$ cat config.mk
export PLATFORM = sky130hd
export DESIGN_NAME = gbp_stats
export DESIGN_NICKNAME = d
export VERILOG_FILES = /design/src/design/gbp_pkg.sv /design/src/design/gbp_stats.sv
export VERILOG_INCLUDE_DIRS = /design/src /design/src/design
export SDC_FILE = /design/constraint.sdc
export NUM_CORES = 1
export LEC_CHECK = 0
export BUFFER_PORTS_ARGS = -buffer_cell sky130_fd_sc_hd__buf_2
export CORE_UTILIZATION = 40
export CTS_CLUSTER_SIZE = 8
export DETAILED_ROUTE_END_ITERATION = 7
export GPL_TIMING_DRIVEN = 0
export SLEW_MARGIN = 20
export SYNTH_ARGS = -nofsm -noshare
export SYNTH_HDL_FRONTEND = slang
export SYNTH_SLANG_ARGS = --single-unit
$ cat constraint.sdc
create_clock -name clock -period 2.4 [get_ports clock]
set_input_delay 0.24 -clock clock [delete_from_list [all_inputs] [get_ports clock]]
set_output_delay 0.24 -clock clock [all_outputs]
set_load 0.02 [all_outputs]
$ cat src/design/gshare_branch_predictor_assert.svh
// Assertion macros shared by the gshare predictor RTL.
// Depends on nothing; included by the modules that carry checks.
`ifndef GSHARE_BRANCH_PREDICTOR_ASSERT_SVH
`define GSHARE_BRANCH_PREDICTOR_ASSERT_SVH

// Clocked check, masked while reset is high
`define GBP_ASSERT(label, clk, rst, prop, msg) \
   label: assert property (@(posedge clk) disable iff (rst) (prop)) else $error(msg);

// Clocked check that also holds through reset
`define GBP_ASSERT_ALWAYS(label, clk, prop, msg) \
   label: assert property (@(posedge clk) (prop)) else $error(msg);

`endif

$ cat src/design/gbp_pkg.sv
// Shared constants and types of the gshare branch predictor.
// No dependencies; imported by every predictor module but gbp_ram.
package gbp_pkg;

   localparam int MAX_INDEX_BITS = 12;
   localparam int TOTAL_WIDTH    = 32;
   localparam int TABLE_DEPTH    = 1 << MAX_INDEX_BITS;
   localparam int CFG_WIDTH      = 4;
   localparam int CSR_IDX_WIDTH  = 2;
   localparam int OUT_WIDTH      = 32;
   localparam int ADDR_WIDTH     = 32;

   // Configuration register indexes
   localparam logic [CSR_IDX_WIDTH-1:0] CSR_INDEX_BITS   = CSR_IDX_WIDTH'(0);
   localparam logic [CSR_IDX_WIDTH-1:0] CSR_HISTORY_BITS = CSR_IDX_WIDTH'(1);

   // Reset values of the configuration registers
   localparam logic [CFG_WIDTH-1:0] INDEX_BITS_RESET   = CFG_WIDTH'(8);
   localparam logic [CFG_WIDTH-1:0] HISTORY_BITS_RESET = CFG_WIDTH'(5);

   // Two-bit counter codes
   localparam logic [1:0] CNT_STRONG_NOT   = 2'd0;
   localparam logic [1:0] CNT_WEAK_TAKEN   = 2'd2;
   localparam logic [1:0] CNT_STRONG_TAKEN = 2'd3;

   typedef logic [MAX_INDEX_BITS-1:0] index_type;
   typedef logic [TOTAL_WIDTH-1:0]    total_type;

   // Outcome of one resolved branch, handed to the statistics unit
   typedef struct packed {
      logic update;
      logic miss;
   } outcome_type;

endpackage

$ cat src/design/gbp_stats.sv
// Saturating hit and miss totals.
// Depends on gbp_pkg.
`include "gshare_branch_predictor_assert.svh"
module gbp_stats
   import gbp_pkg::*;
(
   input  logic        clock,
   input  logic        reset,
   input  outcome_type outcome,
   output total_type   hit_count,
   output total_type   miss_count
);

   total_type hit_count_ff;
   total_type miss_count_ff;

   // Count each resolved branch once, holding at the top value
   always_ff @(posedge clock) begin
      if (reset) begin
         hit_count_ff  <= '0;
         miss_count_ff <= '0;
      end else if (outcome.update) begin
         if (outcome.miss) begin
            if (miss_count_ff != '1) begin
               miss_count_ff <= miss_count_ff + TOTAL_WIDTH'(1);
            end
         end else begin
            if (hit_count_ff != '1) begin
               hit_count_ff <= hit_count_ff + TOTAL_WIDTH'(1);
            end
         end
      end
   end

   assign hit_count  = hit_count_ff;
   assign miss_count = miss_count_ff;

   `GBP_ASSERT(a_idle_hold, clock, reset,
      !outcome.update |=> $stable(hit_count_ff) && $stable(miss_count_ff),
      "totals changed without a resolved branch")
   `GBP_ASSERT(a_one_total, clock, reset,
      outcome.update |=> $stable(hit_count_ff) || $stable(miss_count_ff),
      "both totals changed for one branch")
   `GBP_ASSERT(a_miss_counts, clock, reset,
      outcome.update && outcome.miss && miss_count_ff != '1
         |=> miss_count_ff == $past(miss_count_ff) + TOTAL_WIDTH'(1),
      "miss total did not advance")

endmodule
; Word-level counts from Yosys, hierarchy flattened
; Index checks and enable logic that the tools add are counted.
[totals]
ff_bits = 64
input_bits = 4
out_inout_bits = 64
[classes]
addsub = 2
n_eq_ne = 2
n_bitwise = 1
reduce_logical = 2
[ops]
columns = op, n
row1 = adder 32 x 1 -> 32 bit (second input constant), 2
row2 = inequality test 32 bit (second input constant), 2
row3 = AND reduction 3 bit, 2
row4 = NOT 1 bit, 1

; Longest topological paths before layout
; Gate-level depths: netlist of run 1.
[logic_depth]
ltp_word = 2
ltp_mapped = 8
depth_no_buf = 6

; Least setup slack after synthesis of run 1
; No wires, ideal clock.
[synth_path]
path_type = register to register
from = register hit_count_ff[0], in the netlist hit_count[0]
to = register hit_count_ff[28], in the netlist hit_count[28]
t_arrival_ps = 2313
slack_ps = 16
stages_incl_launch_ff = 8
n_path_buf = 1
period_less_slack_ps = 2384
path_cell_list = dfxtp_1 ha_1 nand3_1 or4b_1 buf_2 or4_4 or3_1 a21oi_1
[synth_via]
elab_chain_len = 2
word_cells_on_any_way = 3
cone_classes = add/sub: 1 / eq/ne: 1 / reduce/logical: 1
[synth_lines]
columns = item, line
row1 = start: declaration, gbp_stats.sv:14  ; total_type hit_count_ff;
row2 = start signal: assignment, gbp_stats.sv:29  ; hit_count_ff <= hit_count_ff + TOTAL_WIDTH'(1);
row3 = branches (longest 2 deep; another with adder 32 x 1 -> 32 bit), n/a
; Several ways; the timed one is not identified.
; A chain may end at the register's enable or synchronous reset.

; Final worst setup path of run 1
; Same ends and word-level chain as after synthesis.

==> results of run 1 <==
where the power goes:
part | switching, uW | internal, uW | total [uW]
combinational | 60.4 | 28.5 | 89.0
sequential | 6.12 | 1070 | 1070
clock | 431 | 369 | 800
total | 498 | 1460 | 1960
kinds of logic after synthesis:
| kind of cell | share of synthesized area |
|---|---|
| AO/OA/AOI/OAI | 0.176 |
| buffers and inverters | 0.0401 |
| flip-flops | 0.395 |
| AND/OR/NAND/NOR | 0.313 |
| multiplexers | 0.0170 |
| XOR/XNOR | 0.0513 |
| adder cells (fa/ha/maj) | 0.00771 |
what timing repair did:
action | in CTS | in global routing
pin swaps | 3 | 4
buffers inserted | 4 | 5
gates resized for setup | 4 | 14
endpoints found under the setup margin | 26 | 25
hold endpoints to repair | 0 | 0
cell usage after synthesis, types with 2 or more instances:
cell,instances,area [um^2]
nand2b_1,3,18.8
inv_1,9,33.8
nand2_1,17,63.8
o21ai_0,16,80.1
a21o_1,2,15.0
buf_2,5,25.0
a31o_2,2,17.5
mux2_2,2,22.5
mux2_1,2,22.5
nor3_1,2,10.0
or4_1,17,128
and3_1,12,75.1
or3_1,21,131
clkbuf_1,12,45.0
nor2b_1,5,31.3
buf_4,2,15.0
o31ai_1,16,120
nand3_1,29,145
nor4_1,11,68.8
nand4_1,15,93.8
o21ai_1,4,20.0
xnor2_1,15,131
xor2_1,4,35.0
dfxtp_1,64,1280
ha_1,2,25.0
a211oi_1,3,22.5
a21oi_1,41,205
and2_1,2,12.5
nor2_1,31,116
and4_1,7,61.3
area by class of cell:
type / count / area (um^2)
multi-input combinational: 296 / 1870
fill: 803 / 3780
tap: 102 / 128
inverter: 9 / 33.8
clock inverter: 6 / 36.3
sequential: 64 / 1290
timing repair buffer: 76 / 403
clock buffer: 10 / 128
buffer: 19 / 100
registers in the layout, summed over array words and instances, names as in the netlist:
register	cells
miss_count	32
hit_count	32
metal layers:
| metal | up-vias | global-route usage | routed length, um |
|---|---|---|---|
| li1 | 1639 | - | - |
| met2 | 77 | 0.332 | 4150 |
| met1 | 1550 | 0.273 | 4120 |
| met3 | 9 | 0.0348 | 358 |
| met4 | 0 | 0.0885 | 83 |
| met5 | - | 0 | 0 |
per-stage QoR:
stage	area, um^2	utilization	instances	setup WS (ns)	hold slack, ns
final	3990	0.513	582	0.0590	0.296
after global routing	3990	0.513	582	-0.00273	0.309
after CTS	3910	0.504	578	-0.00645	0.282
after detailed placement	3710	0.477	558	-0.153	0.495
after global placement	3710	0.477	558	-0.146	0.486
after floorplan	3240	-	389	0.0165	0.457
critical path: stages, from the launching register on:
cell and delay [ns]:
dfxtp_4 0.37, ha_2 0.20, nand3_2 0.11, or4b_1 0.52, buf_6 0.16, or4_4 0.45
or3_1 0.32, a21oi_1 0.14
worst max-delay path by stage:
stage                         end           start  slack [ns]
global placement     hit_count[3]   hit_count[24]       -0.15
global route        hit_count[26]    hit_count[0]      -0.003
CTS                 hit_count[12]   hit_count[24]      -0.006
finish              hit_count[28]    hit_count[0]        0.06
floorplan           hit_count[28]    hit_count[0]        0.02
detailed placement  miss_count[1]  miss_count[27]       -0.15
==> results_dict.tcl, run 1 <==
set metrics [dict create \
    start_util 0.418 \
    drt_pass1_iterations 5 \
    synth-seq-cells 64 \
    drt-total-wl_um 8700 \
    syn_avg_cell_area_um2 8.34 \
    area_growth_pct 23.0 \
    regToRegEndpoint "hit_count[28]" \
    wire_per_inst_um 15.0 \
    r2r_slack_ns 0.06 \
    min_from "reset" \
    grt_pass1_vias 2870 \
    drtAntennaViolNets 0 \
    finalSetupViolCount 0 \
    leakage_uw 0.00146 \
    synth_nets 395 \
    overflow 0 \
    num_antenna_cells 0 \
    pin_count 68 \
    cp-start-kind "register" \
    worst_slew_pin_slew_ns 0.672 \
    yosys_warnings 0 \
    die-area_mm2 0.00847 \
    final_layout_size_suffix_gt1_frac 0.256 \
    layout_min_cycle_time_ns 2.34 \
    clkSinkCount 64 \
    cp-end-kind "register" \
    synthDistinctLibCells 46 \
    row_count 32 \
    final_common_cell "buf_2" \
    route.detailed.drc 0 \
    finalWeightedCongestion 0.772 \
    drt-initial-drc-count 125 \
    ys.flop_type "dfxtp_1" \
    mostFrequentLayoutCells "buf_2, dfxtp_1, a21oi_1" \
    grt_max_degree 12 \
    place_hpwl_um 6130 \
    async_flop_share 0 \
    hold_path_end "miss_count[17]" \
    dr_total_vias 3275 \
    hold_depth 3 \
    die_h_um 92.0 \
    vias_per_cell 5.63 \
    r2r-start "hit_count[0]" \
    antenna_found_initial 0 \
    vdd_drop_max_mv 0.243 \
    grt_pass1_wl_um 14000 \
    clockBufferDepth 2 \
    core_area_mm2 0.00777 \
    hold_path.class "input port to register" \
    cts_made_buffers 9 \
    clkTransAtPathRegs_ns 0.07 \
    period_share 0.975 \
    htreeDepth 3 \
    fin_setup_tns_ns 0 \
    cts_hold_buf 0 \
    cp.required_ns 2.67 \
    power_uw 1960 \
    synth_edf_count 0 \
    worstPathArrival_ns 2.61 \
    outcome "completed" \
    syn_area_mm2 0.00324 \
    crit_type "register to register" \
    root_buffer "clkbuf_8" \
    io_buffer_count 67 \
    hold_viol 0 \
    die-width_um 92.0 \
    worstSkewPairLatency_ns 0.34 \
    track_usage 0.207 \
    power_density_mw_per_mm2 492 \
    seq_area_frac_synth 0.395 \
    cap_violations 0 \
    nets 481 \
    crit_path_max_fanout 8 \
    finClkSkew_ns 0.00687 \
    slew_headroom 0.548 \
    cts_tree "done" \
    slew_viol_final 0 \
    syn_inst 389 \
    r2r_cells 7 \
    clock.fmax_mhz 427 \
]
Power figures use the tool's default switching activity.
==> run 2, diff against run 1 <==
--- a/config.mk
+++ b/config.mk
@@ -6,6 +6,7 @@
 export SDC_FILE = /design/constraint.sdc
 export NUM_CORES = 1
 export LEC_CHECK = 0
+export ABC_AREA = 1
 export BUFFER_PORTS_ARGS = -buffer_cell sky130_fd_sc_hd__buf_2
 export CORE_UTILIZATION = 40
 export CTS_CLUSTER_SIZE = 8
==> run 2 against run 1 <==
Net effect:
- register-to-register slack better by 0.27 ns
- via count up 36%
- area after synthesis up 25%
- setup slack better by 0.27 ns
- design area up 19%
- critical endpoint is now miss_count[10]
==> results_dict.tcl, run 2 <==
set metrics [dict create \
    vias_per_cell 4.97 \
    vdd_drop_max_mv 0.208 \
    worst_slew_pin_slew_ns 0.662 \
    clockBufferDepth 2 \
    wire_per_inst_um 13.6 \
    place_hpwl_um 9220 \
    yosysTopAreaCell "dfxtp_1" \
    area_growth_pct 16.9 \
    placedCellCount 879 \
    die_h_um 103 \
    r2r-start "miss_count[0]" \
    cp-end-kind "register" \
    slew_viol_final 0 \
    antenna_found_initial 0 \
    drt_pass1_iterations 5 \
    layout_min_cycle_time_ns 2.07 \
    setup.worst_path.end "miss_count[10]" \
    crit_top_cell "nor2_1" \
    die-area_mm2 0.0106 \
    grt_pass1_vias 3832 \
    synth-seq-cells 64 \
    grt_pass1_wl_um 19600 \
    critPathBufInv 1 \
    seq_area_frac_synth 0.315 \
    start_util 0.414 \
    synthDistinctLibCells 31 \
    yosys_warnings 0 \
    slew_headroom 0.559 \
    htreeDepth 3 \
    worstPathArrival_ns 2.32 \
    synth.top_cell.area_share 0.315 \
    core_area_mm2 0.00982 \
    postCtsSetupBuffers 0 \
    worstSkewPairLatency_ns 0.36 \
    critPathLaunch "miss_count[0]" \
    fin_cells 895 \
    hold_viol 0 \
    finClkSkew_ns 0.0135 \
    cp-start-kind "register" \
    path_cells "ha_1 -> inv_1 -> nor2_1 -> nand2_1 -> nor2_1 -> nand3_1 -> o21ai_1 -> nor2_1" \
    ys.flop_type "dfxtp_1" \
    clkSinkCount 64 \
    row_count 36 \
    synth_edf_count 0 \
    finalSetupViolCount 0 \
    synth_nets 685 \
    drtAntennaViolNets 0 \
    pin_count 68 \
    cts_hold_buf 0 \
    critPathTopFamily "simple AND/OR/NAND/NOR gates" \
    mostFrequentLayoutCells "nand2_1, nor2_1, buf_2" \
    postLayoutCoreUtil 0.484 \
    cts_tree "done" \
    syn_inst 679 \
    drt-initial-drc-count 295 \
    fin_setup_tns_ns 0 \
    cts_resized 0 \
    syn_avg_cell_area_um2 5.99 \
    synthTopCellsByArea "dfxtp_1, nand2_1, nor2_1, inv_1, nand3_1" \
    async_flop_share 0 \
    outcome "completed" \
    final_layout_size_suffix_gt1_frac 0.150 \
    drt-total-wl_um 12200 \
    num_antenna_cells 0 \
    power_density_mw_per_mm2 455 \
    cpPeakStageDelay_ns 0.42 \
    grt_max_degree 11 \
    crit_type "register to register" \
    slowest_stage "nor2_1" \
    nets 763 \
    cap_violations 0 \
    hold_path.class "input port to register" \
    r2r_cells 8 \
    dr_total_vias 4444 \
    die-width_um 103 \
    clock.fmax_mhz 484 \
    fill_cells 1102 \
    crit_path_max_fanout 6 \
    cp.required_ns 2.65 \
    yosys-top-cells-count "nand2_1, nor2_1, dfxtp_1" \
    syn_area_mm2 0.00407 \
    clkTransAtPathRegs_ns 0.07 \
    r2r_slack_ns 0.33 \
    route.detailed.drc 0 \
    cp.depth 8 \
    root_buffer "clkbuf_8" \
    regToRegEndpoint "miss_count[10]" \
    finalWeightedCongestion 0.909 \
    rsz0062_at_grt "no" \
    io_buffer_count 67 \
    yosysMostFrequentCell "nand2_1" \
    overflow 0 \
    final_common_cell "nand2_1" \
    power_uw 2160 \
    track_usage 0.246 \
    cts_made_buffers 9 \
    period_share 0.862 \
    leakage_uw 0.00202 \
]
-- run 2: changes by cell type after synthesis, sizes merged, moves of 9 or more --
cell,before,now
and3,12,0
nor3,2,11
inv,9,64
nor2,31,144
or4,18,0
nor4,11,0
xnor2,15,6
or3,22,0
nand2,17,250
o31ai,18,0
-- run 2: worst min-delay path by stage --
stage | slack (ns) | depth (start not counted) | startpoint | to
after floorplan | 0.31 | 1 | reset | miss_count[9]
after detailed placement | 0.48 | 2 | reset | miss_count[9]
final | 0.11 | 2 | reset | miss_count[9]
after global placement | 0.49 | 2 | reset | miss_count[9]
after CTS | 0.1 | 2 | reset | miss_count[9]
after global routing | 0.12 | 2 | reset | miss_count[9]
-- run 2: cell type report --
class,instances,area [um^2],share of cell area
multi-input combinational,536,2440,0.513
sequential,64,1280,0.270
timing repair buffer,67,335,0.0706
inverter,64,243,0.0511
clock buffer,13,169,0.0355
tap,133,166,0.0350
buffer,15,105,0.0221
clock inverter,3,15.0,0.00316
-- run 2: kinds of logic (layout without fill, tap and decap cells) --
logic type,after synthesis,after routing,synth area share
xor gates and xnor gates,17,17,0.0366
and+or+nand+nor,461,461,0.486
buffers and inverters,79,162,0.0855
AOI/OAI and AO/OA,56,56,0.0711
adders and majority gates,2,2,0.00615
DFF,64,64,0.315
-- run 2: stage by stage --
stage / worst slack [ns] / hold slack [ns] / area [um^2]
after floorplan: 0.635 / 0.310 / 4070
after global placement: 0.456 / 0.485 / 4570
after detailed placement: 0.417 / 0.484 / 4570
after CTS: 0.391 / 0.0985 / 4750
after global routing: 0.193 / 0.117 / 4750
final: 0.332 / 0.112 / 4750
-- run 2: layer usage --
| layer | GRT usage | vias to the layer above | share of wire | wire length [um] |
|---|---|---|---|---|
| met5 | 0 | - | 0 | 0 |
| met1 | 0.371 | 2002 | 0.52 | 6260 |
| met3 | 0.0420 | 12 | 0.060 | 732 |
| met2 | 0.350 | 147 | 0.41 | 5010 |
| li1 | - | 2283 | - | - |
| met4 | 0.0791 | 0 | 0.012 | 145 |
-- run 2: power breakdown --
group          internal, uW  switching, uW  leakage [uW]
clock network           455            454     0.0000992
registers              1080           20.4      0.000518
logic                  47.9            109       0.00141
