### src/design/gshare_branch_predictor_assert.svh
// Assertion macros shared by the gshare predictor RTL.
// Depends on nothing; included by the modules that carry checks.
`ifndef GSHARE_BRANCH_PREDICTOR_ASSERT_SVH
`define GSHARE_BRANCH_PREDICTOR_ASSERT_SVH

// Clocked check, masked while reset is high
`define GBP_ASSERT(label, clk, rst, prop, msg) \
   label: assert property (@(posedge clk) disable iff (rst) (prop)) else $error(msg);

// Clocked check that also holds through reset
`define GBP_ASSERT_ALWAYS(label, clk, prop, msg) \
   label: assert property (@(posedge clk) (prop)) else $error(msg);

`endif

### src/design/gbp_pkg.sv
// Shared constants and types of the gshare branch predictor.
// No dependencies; imported by every predictor module but gbp_ram.
package gbp_pkg;

   localparam int MAX_INDEX_BITS = 12;
   localparam int TOTAL_WIDTH    = 32;
   localparam int TABLE_DEPTH    = 1 << MAX_INDEX_BITS;
   localparam int CFG_WIDTH      = 4;
   localparam int CSR_IDX_WIDTH  = 2;
   localparam int OUT_WIDTH      = 32;
   localparam int ADDR_WIDTH     = 32;

   // Configuration register indexes
   localparam logic [CSR_IDX_WIDTH-1:0] CSR_INDEX_BITS   = CSR_IDX_WIDTH'(0);
   localparam logic [CSR_IDX_WIDTH-1:0] CSR_HISTORY_BITS = CSR_IDX_WIDTH'(1);

   // Reset values of the configuration registers
   localparam logic [CFG_WIDTH-1:0] INDEX_BITS_RESET   = CFG_WIDTH'(8);
   localparam logic [CFG_WIDTH-1:0] HISTORY_BITS_RESET = CFG_WIDTH'(5);

   // Two-bit counter codes
   localparam logic [1:0] CNT_STRONG_NOT   = 2'd0;
   localparam logic [1:0] CNT_WEAK_TAKEN   = 2'd2;
   localparam logic [1:0] CNT_STRONG_TAKEN = 2'd3;

   typedef logic [MAX_INDEX_BITS-1:0] index_type;
   typedef logic [TOTAL_WIDTH-1:0]    total_type;

   // Outcome of one resolved branch, handed to the statistics unit
   typedef struct packed {
      logic update;
      logic miss;
   } outcome_type;

endpackage

### src/design/gbp_index.sv
// Configuration registers, global history and table index hashing.
// Depends on gbp_pkg.
module gbp_index
   import gbp_pkg::*;
(
   input  logic                     clock,
   input  logic                     reset,
   input  logic                     csr_write_enable,
   input  logic [CSR_IDX_WIDTH-1:0] csr_index,
   input  logic [CFG_WIDTH-1:0]     csr_write_data,
   input  logic                     accept,
   input  logic [ADDR_WIDTH-1:0]    branch_addr,
   input  logic                     taken,
   output index_type                index
);

   logic [CFG_WIDTH-1:0] index_bits_ff;
   logic [CFG_WIDTH-1:0] history_bits_ff;
   index_type            history_ff;
   index_type            history_in;
   logic [CFG_WIDTH-1:0] m_eff;
   logic [CFG_WIDTH-1:0] n_eff;
   index_type            m_mask;
   index_type            n_mask;
   index_type            hist_used;
   index_type            addr_part;

   // Configuration writes
   always_ff @(posedge clock) begin
      if (reset) begin
         index_bits_ff   <= INDEX_BITS_RESET;
         history_bits_ff <= HISTORY_BITS_RESET;
      end else if (csr_write_enable) begin
         case (csr_index)
            CSR_INDEX_BITS:   index_bits_ff   <= csr_write_data;
            CSR_HISTORY_BITS: history_bits_ff <= csr_write_data;
            default: ;
         endcase
      end
   end

   // Clamp the widths: index 1..MAX, history 0..index
   always_comb begin
      if (index_bits_ff == '0) begin
         m_eff = CFG_WIDTH'(1);
      end else if (index_bits_ff > CFG_WIDTH'(MAX_INDEX_BITS)) begin
         m_eff = CFG_WIDTH'(MAX_INDEX_BITS);
      end else begin
         m_eff = index_bits_ff;
      end
      n_eff = (history_bits_ff > m_eff) ? m_eff : history_bits_ff;
   end

   // Hash the word address with the history placed at the top of the index
   always_comb begin
      m_mask    = ~({MAX_INDEX_BITS{1'b1}} << m_eff);
      n_mask    = ~({MAX_INDEX_BITS{1'b1}} << n_eff);
      hist_used = history_ff & n_mask;
      addr_part = branch_addr[MAX_INDEX_BITS+1:2] & m_mask;
      if (n_eff != '0) begin
         index = addr_part ^ ((hist_used << (m_eff - n_eff)) & m_mask);
      end else begin
         index = addr_part;
      end
   end

   // Shift the outcome into the top used history bit
   always_comb begin
      history_in = history_ff;
      if (n_eff != '0) begin
         history_in = (hist_used >> 1)
                    | (MAX_INDEX_BITS'(taken) << (n_eff - CFG_WIDTH'(1)));
      end
   end

   always_ff @(posedge clock) begin
      if (reset) begin
         history_ff <= '0;
      end else if (accept) begin
         history_ff <= history_in;
      end
   end

endmodule

### config.mk
export PLATFORM = sky130hd
export DESIGN_NAME = gbp_index
export DESIGN_NICKNAME = d
export VERILOG_FILES = /design/src/design/gshare_branch_predictor_assert.svh /design/src/design/gbp_pkg.sv /design/src/design/gbp_index.sv
export SDC_FILE = /design/constraint.sdc
export NUM_CORES = 1
export LEC_CHECK = 0
export ABC_AREA = 1
export BUFFER_PORTS_ARGS = -buffer_cell sky130_fd_sc_hd__buf_2
export CAP_MARGIN = 20
export CELL_PAD_IN_SITES_DETAIL_PLACEMENT = 1
export CELL_PAD_IN_SITES_GLOBAL_PLACEMENT = 2
export CORE_MARGIN = 10
export CORE_UTILIZATION = 25
export CTS_CLUSTER_SIZE = 24
export DETAILED_ROUTE_END_ITERATION = 8
export PLACE_DENSITY = 0.82
export SKIP_LAST_GASP = 1
export SLEW_MARGIN = 30
export SYNTH_ARGS = -nofsm -noshare
export SYNTH_HDL_FRONTEND = slang
export SYNTH_SLANG_ARGS = --single-unit
### constraint.sdc
create_clock -name clock -period 3.1 [get_ports clock]
set_input_delay 0.31 -clock clock [delete_from_list [all_inputs] [get_ports clock]]
set_output_delay 0.31 -clock clock [all_outputs]
set_load 0.005 [all_outputs]
* Yosys cells after proc, flatten, opt, wreduce, memory -nomap -nowiden *
Cells that the tools add are included.

word-level totals
  memory bits (read-only) = 0
  register bits = 20
  output and inout bits = 12
  word-level logic and storage cells = 29
  bits in latches = 0
  bits of input ports = 43
  memory bits (writable) = 0
  memories kept = 0

operators by class
  shifts and indexed selects = 4
  reduce and logical (&&, ||, !) cells = 6
  multiplexer cells = 4
  div/mod/pow operators = 0
  eq/ne operators = 1
  multiply operators = 0
  bitwise gates (word level) = 7
  $add $sub $neg = 2
  magnitude comparators = 2

operators with widths
  operator               count
  $and 12x12->12         3
  $not 12->12            2
  $shl 12x4->12 const A  2
  $mux 12                1
  $mux 4                 3
  $or 11x12->12          1
  $shl 1x4->12           1
  $shl 12x4->12          1
  $xor 12x12->12         1
  $reduce_and 2->1       3
  $gt 4x4->1             1
  $gt 4x4->1 const B     1
  $logic_not 4->1        1
  $reduce_bool 4->1      1
  $sub 4x1->4 const B    1
  $sub 4x4->4            1
  $eq 2x1->1 const B     1
  $logic_not 2->1        1

* Depth between registers and ports, before layout *
Gate-level depths: netlist of run 1.

  word-level depth = 12
  gate-level depth with buffers = 27
  gate-level depth less buffers = 26

* Worst setup path after synthesis of run 1 *
Ideal clock, no wire load.

  path type = reg-to-output
  start point = register index_bits_ff[2]
  end point = output index[7]
  arrival time = 2.997 ns
  cell stages (with the launch flop) = 25
  buffers on the path = 2
  path slack = -0.207 ns
  data required time = 2.790 ns
  cells stage by stage = dfxtp_1 > buf_2 > nor2_1 > nand2_1 > nand2_1 > ha_1 > inv_1 > nand2_1 > nand2_1 > nand2_1 > nand2_4 > nand2_4 > nand2_1 > nand2_2 > ha_1 > inv_1 > fa_1 > inv_1 > clkbuf_1 > nand3_1 > nand2_1 > nand2_1 > nand3b_4 > nor2_1 > nor2_1

on the way
  cells in the longest elaborated chain, start to end = 12
  elaborated cells between the ends (all ways) = 18
  those cells by class = 1 x add/sub; 2 x order compare; 3 x shift; 4 x mux; 6 x bitwise; 2 x reduce/logical

RTL lines
  item                    line             text
  from (decl)             gbp_index.sv:17  logic [CFG_WIDTH-1:0] index_bits_ff;
  from (signal assigned)  gbp_index.sv:35  CSR_INDEX_BITS: index_bits_ff <= csr_write_data;
  $gt 4x4->1              gbp_index.sv:46  end else if (index_bits_ff > CFG_WIDTH'(MAX_INDEX_BITS)) begin
  $mux 4                  gbp_index.sv:46
  $mux 4 (*)              gbp_index.sv:44  if (index_bits_ff == '0) begin
  $gt 4x4->1              gbp_index.sv:51  n_eff = (history_bits_ff > m_eff) ? m_eff : history_bits_ff;
  $mux 4                  gbp_index.sv:51
  $shl 12x4->12           gbp_index.sv:57  n_mask = ~({MAX_INDEX_BITS{1'b1}} << n_eff);
  $not 12->12             gbp_index.sv:57
  $and 12x12->12          gbp_index.sv:58  hist_used = history_ff & n_mask;
  $shl 12x4->12           gbp_index.sv:61  index = addr_part ^ ((hist_used << (m_eff - n_eff)) & m_mask);
  $and 12x12->12          gbp_index.sv:61
  $xor 12x12->12          gbp_index.sv:61
  $mux 12 (*)             gbp_index.sv:60  if (n_eff != '0) begin
  to (decl)               gbp_index.sv:14  output index_type index

Mark *: on every way between the ends. The rest lies on a longest branch, timed or not.

* Final worst setup path of run 1 *
  start point = register index_bits_ff[3]
  end point = output index[6]

Same word-level chain as after synthesis.

==> results.txt, run 1 <==
Net count after synthesis = 427
Number of antenna violations at the first check in global routing = 0
Cell type of the slowest stage on the worst timing path = fa_2
Diode count = 0
Critical path data arrival time = 3.22 ns
Final critical-path setup slack = -0.432 ns
Worst setup skew after layout = 0.00533 ns
Startpoint of the lowest-slack hold path = reset
Clk slew on worst S/H paths = 0.09 ns
Delay of the slowest cell on the worst path = 0.58 ns
Sequential element share of the synthesized area = 17.4%
Setup violation total in the final timing report = 12
Share of cells above drive strength 1 = 42.6%
Final hold slack = 0.236 ns
Primary FF master, synth = dfxtp_1
Number of I/O pins = 55
Summed instance area of the synthesized netlist = 2300 um2
Hold violation count in the final report = 0
Placer's final routability congestion estimate = 0.874
Fraction of synthesis flops using an asynchronous set or reset pin = 0%
Max Fanout on Critical Path = 6
Cell area after placement = 2950 um2
Total wirelength of the detailed-routed design = 9.00 mm
Vias in the first global route = 2963
Fin nets = 510
Row cnt = 34
CTS sink cnt = 20
Largest voltage drop on the vdd net = 0.224 mV
Mean cell area of the mapped netlist = 6.13 um2
Pin count of the biggest net entering global routing = 18
Via count = 2822
Amount of wire on met2 after detailed routing = 4.78 mm
DRC violation count after routing = 0
Standby leakage power = 1.62 nW
Overall die width = 116 um
Worst path depth = 24
Post-synth EDFFs = 0
Critical R2R Launch = index_bits_ff[3]$_SDFFE_PP1P_
DIE HEIGHT = 116 um
Starting density of the core = 26.0%
Global router's overall resource usage = 13.0%
CTS Hold Bufs = 0
Routed length per instance = 15.9 um
H-tree level count = 1
Total non-filler cell area in the finished layout = 3470 um2
Beginning of the critical path = index_bits_ff[3]$_SDFFE_PP1P_
Number of buffer and inverter stages on the critical path = 5
Met1 routed wirelength after detailed routing = 3.76 mm
Clock buffers created by TritonCTS = 3
Actual transition at the worst max-transition pin = 0.556 ns
Portion of the clock cycle consumed by the worst path in the final layout = 114%
Top Metal Used = met4
Maximum buffer depth of the clock tree = 2
Number of different library cells in the post-synthesis netlist = 38
Worst slew slack as a fraction of its limit = 62.5%
Clk_lat worst skew = 0.27 ns
CTS tree = yes
CP required = 2.79 ns
Total overflow reported by the global router = 0
Ys Warns = 0
Destination of the critical timing path = index[6]
Highest-count cells in the layout ignoring fill and taps = 77 x nand2_1, 46 x buf_4, 37 x inv_1
First-pass DRT Iterations = 4
Setup slack of the most critical reg-to-reg path = 0.22 ns
Synthesized instance count = 376
P&R area growth vs syn = 50.6%
Endpoint kind of the worst setup timing path = output pin
Most prevalent standard cell on the critical path = nand2_1
Detailed placer's ending HPWL = 6.73 mm
Crit Path Category = reg -> out
Die area = 13500 um2
Clock tree root driver cell = clkbuf_8
Critical Path Source Type = flip-flop
Worst r2r path cells = 24
Ordered cell list for the critical path = nor2_4 -> nand2_2 -> nand2_4 -> ha_4 -> inv_2 -> nand2_1 -> nand2_1 -> nand2_2 -> nand2_4 -> nand2_4 -> nand2_4 -> nand2_4 -> ha_4 -> inv_4 -> fa_2 -> inv_4 -> buf_12 -> o211ai_1 -> nand2_1 -> a21oi_2 -> nand2_1 -> nand2_1 -> nand2_1 -> buf_2
Violated checks = setup timing
Reg2reg end = history_ff[3]$_SDFFE_PP0P_
PortBufs = 34
Flip-flop and latch count after synthesis = 20
Most frequent standard cell in the layout excluding fill and tap cells = nand2_1
Core Area = 8850 um2
Setup repair after global routing missed its margin = true
Maximum clock rate = 283 MHz
Crit path max-delay family = simple AND/OR/NAND/NOR gates
Iter 0 DRT Violations = 133
Cell Pwr Density = 542 nW/um2
Hold Crit Class = in -> reg
Residual antenna-violating net count after detailed routing = 0
Status = finished with violations
Final-report max-slew violation count = 0
Vias/cell = 4.99
Total power after layout = 0.00188 W
First-pass GRT wire length = 14.5 mm
Number of maximum-capacitance violations = 0
Wire length on met3 = 299 um
Min Clock Period, post-route = 3.53 ns
-- report_power, final --
part	internal [W]	switching [W]
registers	0.000273	0.0000186
clock network	0.000113	0.000104
logic	0.000593	0.000778
total	0.000979	0.000901
-- through the flow --
stage	instances	setup TNS, ns	worst slack [ns]	util, %
floorplan	376	-0.0107	-0.00826	-
global placement	547	-1.61	-0.215	33.3
detailed placement	547	-3.00	-0.346	33.3
CTS	558	-3.91	-0.396	36.4
global route	566	-6.59	-0.667	39.2
finish	566	-3.93	-0.432	39.2
-- routing by layer --
metal,global-route usage [%],vias to the layer above
li1,-,1409
met3,1.29,10
met1,15.7,1361
met5,0,-
met2,23.0,42
met4,5.42,0
-- worst min path at each step --
stage,end,slack [ns],cells past startpoint
floorplan,history_ff[11]$_SDFFE_PP0P_,0.38,1
global placement,history_ff[8]$_SDFFE_PP0P_,0.45,2
detailed placement,history_ff[8]$_SDFFE_PP0P_,0.46,2
CTS,history_ff[9]$_SDFFE_PP0P_,0.23,2
global route,history_ff[9]$_SDFFE_PP0P_,0.24,2
finish,history_ff[8]$_SDFFE_PP0P_,0.24,2
-- worst reg2reg max path, delay by kind of cell (launching register included) --
kind	cells	cell delay, ns
and+or+nand+nor	12	0.96
AOI/OAI and AO/OA	2	0.29
adders and majority gates	2	0.29
DFF	1	0.39
buffers and inverters	8	0.83
-- synthesized netlist by cell type (all sizes together) (2+ instances only) --
master | number | area [um2]
o21ai | 20 | 100
dfxtp | 20 | 400
ha | 7 | 87.6
nor4 | 2 | 18.8
a31oi | 4 | 25.0
nor3 | 7 | 40.0
xnor2 | 4 | 61.3
buf | 5 | 36.3
clkbuf | 5 | 18.8
nand4 | 8 | 50.1
nand2 | 113 | 508
o211ai | 7 | 52.6
a21oi | 26 | 134
nand3 | 61 | 350
xor2 | 4 | 61.3
inv | 49 | 184
nor2 | 28 | 105
-- timing repair --
action,CTS,global route
setup buffers,6,7
endpoints found under the setup margin,18,24
gates resized for setup,35,40
pin swaps,24,25
gates cloned,1,1
-- registers in the layout, indices dropped and copies added (netlist names) --
name and cells:
history_ff 12, history_bits_ff 4, index_bits_ff 4
-- area by class of cell --
class                           instances  area, um2
Inverter                               50        199
Tap cell                              108        135
Clock buffer                            4       55.1
Multi-Input combinational cell        297       2030
Fill cell                            1135       5380
Sequential cell                        20        409
Timing Repair Buffer                   87        646
-- cell families after synthesis --
| kind of cell | Yosys count | synth area share, % |
|---|---|---|
| compound gates | 58 | 13.9 |
| xor+xnor | 8 | 5.32 |
| fa+ha+maj | 8 | 4.67 |
| buf+inv | 60 | 10.5 |
| flops | 20 | 17.4 |
| simple gates | 222 | 48.2 |
(Power assumes the default switching activity.)
==> inputs of run 2 (changes only) <==
- CORE_MARGIN: 10 -> 1.5
==> run 2 against run 1 <==
  * Non-clock buffer count is 7 higher
  * The run ends with DRC, setup timing left
  * Critical path depth decreased by 3
  * Clock power hardly changed
  * Largest power group unchanged
  * Core utilization is 0.50 points higher
  * Hold slack got worse by 0.0079 ns
  * Sequential cell count stayed put
  * Cell count grew 1.2%
  * First-iteration DRC count shrank 29%
  * Clock skew down 0.0022 ns
  * Power is 1.7% lower
  * Setup slack improved by 0.059 ns
==> results.txt, run 2 (synthesis gave the netlist of run 1 again) <==
Pin count of the biggest net entering global routing = 18 (unchanged)
Residual antenna-violating net count after detailed routing = 0 (unchanged)
Portion of the clock cycle consumed by the worst path in the final layout = 112% (was 114%)
Fill cell count = 1126 (was 1135)
Status = finished with violations (unchanged)
Overall die width = 99.0 um (was 116 um)
Most prevalent standard cell on the critical path = nand2_4 (was nand2_1)
Endpoint kind of the worst setup timing path = output pin (unchanged)
Largest voltage drop on the vdd net = 0.222 mV (was 0.224 mV)
Cell type of the slowest stage on the worst timing path = fa_2 (unchanged)
Violated checks = DRC, setup timing (was setup timing)
Worst slew slack as a fraction of its limit = 59.2% (was 62.5%)
Hold depth = 2 (unchanged)
Reg2reg end = history_ff[3]$_SDFFE_PP0P_ (unchanged)
DRC violation count after routing = 2 (was 0)
Largest reg by FF count = history_ff (unchanged)
Core Area = 8810 um2 (was 8850 um2)
Total power after layout = 0.00185 W (was 0.00188 W)
Min Clock Period, post-route = 3.47 ns (was 3.53 ns)
Highest-count cells in the layout ignoring fill and taps = 78 x nand2_1, 50 x buf_4, 40 x inv_1 (was 77 x nand2_1, 46 x buf_4, 37 x inv_1)
Row cnt = 34 (unchanged)
Global router's overall resource usage = 17.6% (was 13.0%)
Iter 0 DRT Violations = 94 (was 133)
Setup repair after global routing missed its margin = true (unchanged)
Maximum buffer depth of the clock tree = 2 (unchanged)
Vias in the first global route = 2873 (was 2963)
Number of buffer and inverter stages on the critical path = 7 (was 5)
Clock tree root driver cell = clkbuf_8 (unchanged)
P&R area growth vs syn = 51.8% (was 50.6%)
Share of cells above drive strength 1 = 43.0% (was 42.6%)
Inst Count DP = 554 (was 547)
Most frequent standard cell in the layout excluding fill and tap cells = nand2_1 (unchanged)
Number of maximum-capacitance violations = 0 (unchanged)
Registers with the highest flip-flop counts = history_ff (12), history_bits_ff (4), index_bits_ff (4) (unchanged)
Final non-filler cell total = 573 (was 566)
Final critical-path setup slack = -0.373 ns (was -0.432 ns)
DIE HEIGHT = 99.0 um (was 116 um)
Detailed placer's ending HPWL = 6.50 mm (was 6.73 mm)
Total wirelength of the detailed-routed design = 8.62 mm (was 9.00 mm)
Max Fanout on Critical Path = 11 (was 6)
Setup slack of the most critical reg-to-reg path = 0.12 ns (was 0.22 ns)
Critical Path Source Type = flip-flop (unchanged)
Total overflow reported by the global router = 0 (unchanged)
Die area = 9800 um2 (was 13500 um2)
Ordered cell list for the critical path = buf_6 -> inv_4 -> ha_4 -> nand2_2 -> inv_2 -> nand3_4 -> nand2_4 -> nand2_4 -> nand2_4 -> ha_4 -> inv_2 -> fa_2 -> buf_6 -> nand3_1 -> nand3_4 -> nand2_2 -> nand3_2 -> nand2_1 -> nand2_1 -> inv_1 -> buf_2 (was nor2_4 -> nand2_2 -> nand2_4 -> ha_4 -> inv_2 -> nand2_1 -> nand2_1 -> nand2_2 -> nand2_4 -> nand2_4 -> nand2_4 -> nand2_4 -> ha_4 -> inv_4 -> fa_2 -> inv_4 -> buf_12 -> o211ai_1 -> nand2_1 -> a21oi_2 -> nand2_1 -> nand2_1 -> nand2_1 -> buf_2)
Standby leakage power = 1.65 nW (was 1.62 nW)
Flip-flop count of the largest register after layout = 12 (unchanged)
Hold Crit Class = in -> reg (unchanged)
Clock buffers created by TritonCTS = 3 (unchanged)
Worst setup skew after layout = 0.00314 ns (was 0.00533 ns)
Placer's final routability congestion estimate = 0.833 (was 0.874)
Hold violation count in the final report = 0 (unchanged)
Final-report max-slew violation count = 0 (unchanged)
Number of I/O pins = 55 (unchanged)
Crit Path Category = reg -> out (unchanged)
First-pass DRT Iterations = 6 (was 4)
H-tree level count = 1 (unchanged)
Actual transition at the worst max-transition pin = 0.607 ns (was 0.556 ns)
Critical path data arrival time = 3.16 ns (was 3.22 ns)
Starting density of the core = 26.2% (was 26.0%)
Worst r2r path cells = 20 (was 24)
Endpoint, Worst Hold = history_ff[8]$_SDFFE_PP0P_ (unchanged)
CTS tree = yes (unchanged)
Number of antenna violations at the first check in global routing = 0 (unchanged)
Delay of the slowest cell on the worst path = 0.57 ns (was 0.58 ns)
Startpoint of the lowest-slack hold path = reset (unchanged)
Maximum clock rate = 288 MHz (was 283 MHz)
Setup violation total in the final timing report = 12 (unchanged)
CTS sink cnt = 20 (unchanged)
Routed length per instance = 15.0 um (was 15.9 um)
Fin nets = 517 (was 510)
Post-placement setup slack = -0.342 ns (was -0.346 ns)
Via count = 2849 (was 2822)
Vias/cell = 4.97 (was 4.99)
First-pass GRT wire length = 14.0 mm (was 14.5 mm)
Clk slew on worst S/H paths = 0.09 ns (about the same)
Clk_lat worst skew = 0.27 ns (about the same)
Diode count = 0 (unchanged)
PortBufs = 34 (unchanged)
Critical R2R Launch = index_bits_ff[3]$_SDFFE_PP1P_ (unchanged)
Crit path max-delay family = simple AND/OR/NAND/NOR gates (unchanged)
CP required = 2.79 ns (about the same)
Cell Pwr Density = 529 nW/um2 (was 542 nW/um2)
## run 2: cell types whose count changed in the layout (fill, tap and decap cells not counted), moves of 2 or more
cell	change
inv_1	+3
nand2_4	-2
buf_6	+7
buf_4	+4
buf_12	-3
## run 2: through the flow
step                setup TNS, ns  hold slack [ns]  area, um2  util [%]
floorplan                 -0.0107            0.379       2400         -
global placement            -1.63            0.456       2990      33.9
detailed placement          -2.95            0.458       2990      33.9
CTS                         -3.55            0.230       3350      38.0
global route                -5.87            0.229       3500      39.7
finish                      -3.38            0.228       3500      39.7
## run 2: repair_timing
item / 4_1_cts / 5_1_grt
pin swaps: 35 / 17
gates resized for setup: 49 / 29
hold buffers: 0 / 0
setup endpoints to repair: 13 / 14
gates cloned: 0 / 1
setup buffers: 12 / 2
## run 2: area by class of cell
type,count,area [um2],area share (%)
multi-input cells,297,2040,58.3
repair buffers,94,667,19.1
flip-flops and latches,20,409,11.7
inverters,50,193,5.51
well taps,108,135,3.86
clock buffers,4,55.1,1.57
## run 2: how the worst max path moves through the flow
| stage | from | to | slack (ns) | cells after the start |
|---|---|---|---|---|
| floorplan | index_bits_ff[3]$_SDFFE_PP1P_ | index[7] | -0.008 | 25 |
| global placement | index_bits_ff[3]$_SDFFE_PP1P_ | index[11] | -0.21 | 23 |
| detailed placement | index_bits_ff[3]$_SDFFE_PP1P_ | index[8] | -0.34 | 24 |
| CTS | index_bits_ff[2]$_SDFFE_PP0P_ | index[6] | -0.38 | 24 |
| global route | index_bits_ff[3]$_SDFFE_PP1P_ | index[8] | -0.56 | 22 |
| finish | index_bits_ff[3]$_SDFFE_PP1P_ | index[11] | -0.37 | 21 |
## run 2: worst register-to-register path, delay by kind of cell (launching register included)
kind | cells | cell delay, ns
compound gates | 2 | 0.31
fa+ha+maj | 1 | 0.26
buf+inv | 9 | 1.10
flops | 1 | 0.40
simple gates | 8 | 0.80
## run 2: metal layers
metal	wire (um)	part of all wire, %	GRT usage, %	up-vias
met5	0	0	0	-
met4	189	2.2	4.51	0
met3	171	2.0	0.851	13
met2	4350	51	31.7	41
met1	3900	45	22.9	1367
li1	-	-	-	1428
## run 2: power breakdown
group / internal (W) / switching (W) / total (W)
sequential: 0.000273 / 0.0000172 / 0.000290
clock: 0.000114 / 0.000105 / 0.000219
combinational: 0.000578 / 0.000762 / 0.00134
